<file path="config.mk">
export PLATFORM = sky130hd
export DESIGN_NAME = array_binary_tree_walker
export DESIGN_NICKNAME = d
export VERILOG_FILES = /design/src/rtl/abtw_pkg.sv /design/src/rtl/array_binary_tree_walker.sv
export SDC_FILE = /design/constraint.sdc
export NUM_CORES = 2
export LEC_CHECK = 0
export BUFFER_PORTS_ARGS = -buffer_cell sky130_fd_sc_hd__buf_4
export CAP_MARGIN = 20
export CORE_ASPECT_RATIO = 0.9
export CORE_UTILIZATION = 30
export DETAILED_ROUTE_END_ITERATION = 16
export PLACE_DENSITY = 0.51
export SYNTH_ARGS = -nofsm -noshare
export SYNTH_HDL_FRONTEND = slang
export SYNTH_SLANG_ARGS = --single-unit
</file>
<file path="constraint.sdc">
create_clock -name clk -period 16.9 [get_ports clk]
set_clock_uncertainty 0.1 [all_clocks]
set_input_delay 3.38 -clock clk [delete_from_list [all_inputs] [get_ports clk]]
set_output_delay 3.38 -clock clk [all_outputs]
set_load 0.01 [all_outputs]
</file>
<file path="src/rtl/abtw_pkg.sv">
package abtw_pkg;

	localparam int CAPACITY = 63;
	localparam int STACK_DEPTH = 6;

	typedef enum logic [1:0] {
		CMD_PUSH     = 2'd0,
		CMD_TRAVERSE = 2'd1,
		CMD_SEARCH   = 2'd2,
		CMD_NONE     = 2'd3
	} cmd_t;

	typedef enum logic [1:0] {
		ORD_PRE  = 2'd0,
		ORD_IN   = 2'd1,
		ORD_POST = 2'd2,
		ORD_RSVD = 2'd3
	} order_t;

	typedef struct packed {
		logic [1:0]        cmd;
		logic signed [31:0] value;
		logic [5:0]        start_index;
	} req_t;

	typedef struct packed {
		logic signed [31:0] node_value;
		logic [5:0]        position;
		logic              found;
		logic [2:0]        depth;
		logic              last;
	} rsp_t;

	// floor(log2(idx+1)) for a 6-bit index
	function automatic logic [2:0] level_of(input logic [5:0] idx);
		logic [6:0] n;
		logic [2:0] d;
		n = {1'b0, idx} + 7'd1;
		d = 3'd0;
		for (int b = 1; b < 7; b++) begin
			if (n[b]) d = 3'(b);
		end
		return d;
	endfunction

endpackage

</file>
<file path="src/rtl/array_binary_tree_walker.sv">
// channel  | direction | handshake            | payload
// req      | in        | req_valid, req_stall | req_t (cmd, value, start_index)
// rsp      | out       | rsp_valid, rsp_stall | rsp_t (node_value, position, found, depth, last)
// cfg      | in        | cfg_we               | cfg_wdata (traversal order)
//
// a push, an ignored request or an empty traverse gives no result
// search: each entry compared passes S_SRCH_RD (read) and S_SRCH_CMP (compare); a miss ends in S_SRCH_MISS
// traverse: per subtree node, three stack steps (S_WALK) and one value capture (S_EMIT); then S_FLUSH
// the node store has no reset; node_count, the order register and control clear on arst_n
// a result waiting in the output register stalls the walk; req_stall is high until it ends
module array_binary_tree_walker import abtw_pkg::*; (
	input  logic        clk,
	input  logic        arst_n,
	input  logic        req_valid,
	output logic        req_stall,
	input  req_t        req,
	output logic        rsp_valid,
	input  logic        rsp_stall,
	output rsp_t        rsp,
	input  logic        cfg_we,
	input  logic [1:0]  cfg_wdata
);

	typedef enum logic [2:0] {
		S_IDLE,
		S_SRCH_RD,   // issue read of entry idx_q, or give up past the count
		S_SRCH_CMP,  // entry data back, compare with the key
		S_SRCH_MISS, // send the not-found result
		S_WALK,      // one stack step of the traversal
		S_EMIT,      // node value back, capture into the held result
		S_FLUSH      // send the held result with last set
	} state_t;

	// where a stack frame stands in its node
	typedef enum logic [1:0] {
		PH_ENTER,    // just entered
		PH_LEFT,     // left subtree done
		PH_RIGHT     // right subtree done
	} phase_t;

	// node store, registered read
	logic signed [31:0] mem [CAPACITY];
	logic        mem_we;
	logic [5:0]  mem_waddr;
	logic [5:0]  mem_raddr;
	logic        mem_re;
	logic signed [31:0] rdata_q;

	state_t      state_q;
	logic [5:0]  count_q;
	logic [1:0]  order_q;
	order_t      ord_q;          // order latched for the running walk
	logic [5:0]  idx_q;          // search index
	logic signed [31:0] key_q;
	logic [5:0]  emit_idx_q;     // node whose value is being read
	logic        any_q;          // a traversal result is being held back
	rsp_t        hold_q;         // held result, sent once the next one is known
	// walk stack: node index and phase per level
	logic [5:0]  stk_idx_q [STACK_DEPTH];
	phase_t      stk_ph_q  [STACK_DEPTH];
	logic [2:0]  sp_q;

	logic        out_free;
	logic        out_load;
	rsp_t        out_data;
	logic [2:0]  top_ptr;
	logic [5:0]  top_idx;
	phase_t      top_ph;
	logic        emit_now;
	logic [6:0]  lc, rc;

	always_ff @(posedge clk) begin
		if (mem_we) mem[mem_waddr] <= req.value;
		if (mem_re) rdata_q <= mem[mem_raddr];
	end

	assign out_free  = !rsp_valid || !rsp_stall;
	assign req_stall = (state_q != S_IDLE);

	// top of the walk stack, only looked at while the stack holds a frame
	assign top_ptr = sp_q - 3'd1;
	assign top_idx = stk_idx_q[top_ptr];
	assign top_ph  = stk_ph_q[top_ptr];
	assign lc = {top_idx, 1'b1};
	assign rc = {top_idx, 1'b0} + 7'd2;

	// the node is emitted at the phase that matches the order
	always_comb begin
		emit_now = 1'b0;
		case (top_ph)
			PH_ENTER: emit_now = (ord_q == ORD_PRE);
			PH_LEFT:  emit_now = (ord_q == ORD_IN);
			default:  emit_now = (ord_q == ORD_POST);
		endcase
	end

	always_comb begin
		mem_we    = 1'b0;
		mem_waddr = count_q;
		mem_re    = 1'b0;
		mem_raddr = idx_q;
		if (state_q == S_IDLE && req_valid && req.cmd == CMD_PUSH && count_q < 6'(CAPACITY))
			mem_we = 1'b1;
		if (state_q == S_SRCH_RD && idx_q < count_q) begin
			mem_re = 1'b1;
		end else if (state_q == S_WALK && sp_q != 3'd0 && emit_now) begin
			mem_re    = 1'b1;
			mem_raddr = top_idx;
		end
	end

	// result going into the output register this cycle
	always_comb begin
		out_load = 1'b0;
		out_data = '0;
		unique case (state_q)
			S_SRCH_CMP: begin
				if (rdata_q == key_q) begin
					out_load = out_free;
					out_data = '{node_value: rdata_q, position: idx_q, found: 1'b1,
						depth: level_of(idx_q), last: 1'b1};
				end
			end
			S_SRCH_MISS: begin
				out_load = out_free;
				out_data = '{node_value: '0, position: '0, found: 1'b0,
					depth: '0, last: 1'b1};
			end
			S_EMIT: begin
				out_load = out_free && any_q;
				out_data = hold_q;
			end
			S_FLUSH: begin
				out_load = out_free;
				out_data = hold_q;
				out_data.last = 1'b1;
			end
			default: ;
		endcase
	end

	always_ff @(posedge clk or negedge arst_n) begin
		if (!arst_n) begin
			state_q    <= S_IDLE;
			count_q    <= '0;
			order_q    <= '0;
			ord_q      <= ORD_PRE;
			idx_q      <= '0;
			key_q      <= '0;
			emit_idx_q <= '0;
			any_q      <= 1'b0;
			hold_q     <= '0;
			sp_q       <= '0;
			rsp_valid  <= 1'b0;
			rsp        <= '0;
			for (int k = 0; k < STACK_DEPTH; k++) begin
				stk_idx_q[k] <= '0;
				stk_ph_q[k]  <= PH_ENTER;
			end
		end else begin
			if (cfg_we) order_q <= cfg_wdata;
			// output register: load a new result or drop the one just taken
			if (out_load) begin
				rsp_valid <= 1'b1;
				rsp       <= out_data;
			end else if (rsp_valid && !rsp_stall) begin
				rsp_valid <= 1'b0;
			end
			unique case (state_q)
				S_IDLE: begin
					if (req_valid) begin
						case (cmd_t'(req.cmd))
							CMD_PUSH: begin
								if (count_q < 6'(CAPACITY)) count_q <= count_q + 6'd1;
							end
							CMD_SEARCH: begin
								idx_q   <= '0;
								key_q   <= req.value;
								state_q <= S_SRCH_RD;
							end
							CMD_TRAVERSE: begin
								// a start at or beyond the count gives nothing
								if (req.start_index < count_q) begin
									stk_idx_q[0] <= req.start_index;
									stk_ph_q[0]  <= PH_ENTER;
									sp_q         <= 3'd1;
									ord_q   <= (order_q == ORD_RSVD) ? ORD_PRE : order_t'(order_q);
									any_q   <= 1'b0;
									state_q <= S_WALK;
								end
							end
							default: ;
						endcase
					end
				end
				S_SRCH_RD: begin
					state_q <= (idx_q < count_q) ? S_SRCH_CMP : S_SRCH_MISS;
				end
				S_SRCH_CMP: begin
					// rdata_q holds entry idx_q until the next read
					if (rdata_q == key_q) begin
						if (out_free) state_q <= S_IDLE;
					end else begin
						idx_q   <= idx_q + 6'd1;
						state_q <= S_SRCH_RD;
					end
				end
				S_SRCH_MISS: begin
					if (out_free) state_q <= S_IDLE;
				end
				S_WALK: begin
					if (sp_q == 3'd0) begin
						state_q <= S_FLUSH;
					end else begin
						if (emit_now) begin
							emit_idx_q <= top_idx;
							state_q    <= S_EMIT;
						end
						case (top_ph)
							PH_ENTER: begin
								stk_ph_q[top_ptr] <= PH_LEFT;
								if (lc < {1'b0, count_q}) begin
									stk_idx_q[sp_q] <= lc[5:0];
									stk_ph_q[sp_q]  <= PH_ENTER;
									sp_q <= sp_q + 3'd1;
								end
							end
							PH_LEFT: begin
								stk_ph_q[top_ptr] <= PH_RIGHT;
								if (rc < {1'b0, count_q}) begin
									stk_idx_q[sp_q] <= rc[5:0];
									stk_ph_q[sp_q]  <= PH_ENTER;
									sp_q <= sp_q + 3'd1;
								end
							end
							default: sp_q <= sp_q - 3'd1;
						endcase
					end
				end
				S_EMIT: begin
					// the held result leaves first, so it needs a free output
					if (out_free || !any_q) begin
						hold_q <= '{node_value: rdata_q, position: emit_idx_q, found: 1'b1,
							depth: level_of(emit_idx_q), last: 1'b0};
						any_q   <= 1'b1;
						state_q <= S_WALK;
					end
				end
				S_FLUSH: begin
					if (out_free) state_q <= S_IDLE;
				end
				default: state_q <= S_IDLE;
			endcase
		end
	end

`ifndef SYNTHESIS
	a_rsp_hold: assert property (@(posedge clk) disable iff (!arst_n)
		(rsp_valid && rsp_stall) |=> (rsp_valid && $stable(rsp)))
		else $error("stalled response changed");
	a_count_cap: assert property (@(posedge clk) disable iff (!arst_n)
		count_q <= 6'(CAPACITY)) else $error("count overflow");
	a_sp_range: assert property (@(posedge clk) disable iff (!arst_n)
		sp_q <= 3'(STACK_DEPTH)) else $error("stack overflow");
`endif

endmodule
</file>
==> out/qor.yml <==
setup_path:
  cp.arrival_ps: 9280
  start_kind: "flip-flop"
  path_max_fanout: 77
  critPathKind: "reg -> reg"
  regToRegSetupSlack_ps: 8280
  endpoint_kind: "flip-flop"
  worst_ep_required_time_ps: 17570
sta:
  rsz0062_at_grt: "no"
  hold_viol: 0
  setup_violations: 0
  fin_ws_ps: 8282
  holdWs_ps: 369.5
  slew_violations: 0
  min_period_over_period: 0.5099
  worst_pin_slew_ps: 1302
  fin_crit_ps: 8618
  finalSetupTns_ps: 0
  relSlewSlack: 0.1263
  max_freq_mhz: 116.0
synth:
  synth_seq_cells: 2243
  synth_top_area_cell: "edfxtp_1"
  synthDistinctLibCells: 81
  yosysWarningCount: 0
  synthFlopType: "edfxtp_1"
  synth_nets: 6968
  synth_most_common_cell: "edfxtp_1"
  seq_area_frac_synth: 0.7153
  yosysTopAreaCellShare: 0.6627
  synth_edf_count: 2048
  synth_common_cells: "2048 x edfxtp_1, 1257 x nand2_1, 793 x nand3_1, 336 x clkbuf_1, 217 x a2111oi_0"
  synth_area_per_cell_um2: 13.46
  syn_inst: 6894
  synth_area_leaders: "edfxtp_1 66%, dfrtp_1 5.3%, nand2_1 5.1%"
  async_flop_share: 0.08694
  synth_area_um2: 92800
route:
  drc: 0
  wl_met2_mm: 144.7
  met1_length_mm: 140.1
  wl_per_cell_um: 29.13
  ant_nets: 0
  dr.pass1.iters: 5
  met3_length_mm: 31.37
  drt_iter0_markers: 7416
  wirelength_mm: 326.1
  route.vias.total: 62260
  viasPerCell: 5.562
  maxUsedRoutingLayer: "met5"
clock_network:
  cts.repair.resized: 0
  clock_latency_ps: 930
  htreeDepth: 4
  cts.clk_slew.worst_paths_ps: 60
  cts_tree: "done"
  clockRootBuffer: "clkbuf_16"
  clock_path_buffers: 4
  postCtsSetupBuffers: 0
  cts.hold.buffers_added: 0
  numCtsBuffers: 230
  cts.sinks: 2243
final_layout:
  fillCellCount: 29610
  drive_gt1_frac: 0.1288
  syn2layout_area_growth_pct: 14.70
  layout.nets: 6970
  post-route-util: 0.3463
  seq_area_um2: 66380
  multiInputGateArea_um2: 24420
global_routing:
  grt_max_degree: 141
  antenna_found_initial: 37
  grt_pass1_vias: 59040
  overflow: 0
  grt_pass1_wl_mm: 459.0
  track_usage: 0.2039
floorplan:
  die_h_um: 529.6
  core-area_um2: 307400
  rows: 193
  io_pins: 92
  die_x_um: 588.3
  start_util: 0.3019
  fp.dieArea_um2: 311600
power_and_ir_drop:
  powerDensity_nw_per_um2: 179.4
  max-vdd-ir-drop_mv: 0.1661
  p_leak_nw: 35.57
worst_hold_path:
  hold_path_class: "reg -> reg"
placement:
  dp_hpwl_mm: 172.0
  pre_cts_ws_ps: 8184
  gp_congestion: 0.8241
  port_buffers: 91
run_status:
  outcome: "completed"
flow_run:
  maxCapViolations: 0
[worst paths after layout]
check	start	end	cells past startpoint
setup / recovery	sp_q[1]$_DFFE_PN0P_	rdata_q[4]$_DFFE_PP_	16
setup reg to reg	sp_q[1]$_DFFE_PN0P_	rdata_q[4]$_DFFE_PP_	16
hold reg to reg	hold_q[4]$_DFFE_PN0P_	hold_q[4]$_DFFE_PN0P_	1
hold / removal	hold_q[4]$_DFFE_PN0P_	hold_q[4]$_DFFE_PN0P_	1
min in group asynchronous	arst_n	rsp[22]$_DFFE_PN0P_	1
max in group asynchronous	arst_n	hold_q[3]$_DFFE_PN0P_	3
[cells by family after synthesis]
group,share of synthesized area
flops,0.7153
simple gates,0.1098
xor+xnor,0.004598
buf+inv,0.03244
compound gates,0.1010
fa+ha+maj,0.003640
mux,0.03332
[per-layer routing]
metal | vias to the layer above | track usage
met2 | 2945 | 0.3140
met1 | 32380 | 0.2859
li1 | 26420 | -
met3 | 504 | 0.04696
met5 | - | 0
met4 | 16 | 0.05909
[state kept, by name, summed over array words and instances, names as in the netlist]
signal / count
order_q: 2
rsp: 43
hold_q: 42
stk_ph_q: 12
count_q: 6
rsp_valid: 1
key_q: 32
any_q: 1
emit_idx_q: 6
sp_q: 3
stk_idx_q: 36
idx_q: 6
state_q: 3
rdata_q: 32
ord_q: 2
mem: 2016
[through the flow]
stage | power (mW) | area [um^2] | cells
global placement | 13.94 | 98720 | 10740
floorplan | 10.95 | 92800 | 6894
CTS | 19.08 | 106300 | 11170
detailed placement | 14.05 | 98990 | 10750
global route | 19.83 | 106400 | 11180
finish | 19.09 | 106400 | 11190
[worst max-delay path, stage by stage (launching register included)]
cell and delay (ps):
dfrtp_1 510, clkinv_1 410, ha_1 400, xor2_2 830
nor3_1 160, or3_1 640, a2111oi_4 430, buf_4 370
a211o_4 770, buf_4 740, buf_4 730, buf_4 710
nand2_1 130, nand3_1 110, nand3_1 110, a311oi_1 1020
o22a_1 230
[where the power goes]
| part | internal, mW | total, mW | switching [mW] |
|---|---|---|---|
| Sequential | 6.36 | 6.72 | 0.363 |
| Combinational | 2.12 | 7.32 | 5.20 |
| Clock | 2.86 | 5.05 | 2.19 |
[layout make-up]
class / instances / share of cell area
clock inverter: 132 / 0.01113
antenna: 20 / 0.0004702
tap: 4095 / 0.04813
clock buffer: 283 / 0.05747
inverter: 165 / 0.005818
timing repair buffer: 313 / 0.02396
multi-input combinational: 3943 / 0.2294
sequential: 2243 / 0.6236
[layout by cell type, fill, tap and decap left out, drive strengths merged, types with 6 or more instances in the layout]
master and instances:
dfrtp 195, nor2 161, and3 44, edfxtp 2048, clkinvlp 7, mux2 129
xnor2 11, nand3 794, o21ai 191, a311o 19, bufinv 20, or3 9
clkinv 99, ha 27, a311oi 194, nand2 1257, a2111oi 219, nand2b 16
a31oi 79, a21oi 98, a211oi 170, mux2i 157, buf 310, a211o 9
o221a 6, a221oi 106, diode 20, xor2 36, nor3 22, nor4 13
o311a 18, clkbuf 285, o22a 34, o211ai 7, nand4 8, inv 171
a21o 14, a22oi 40, a22o 8
Note: power is estimated with default switching activity, not from simulation.
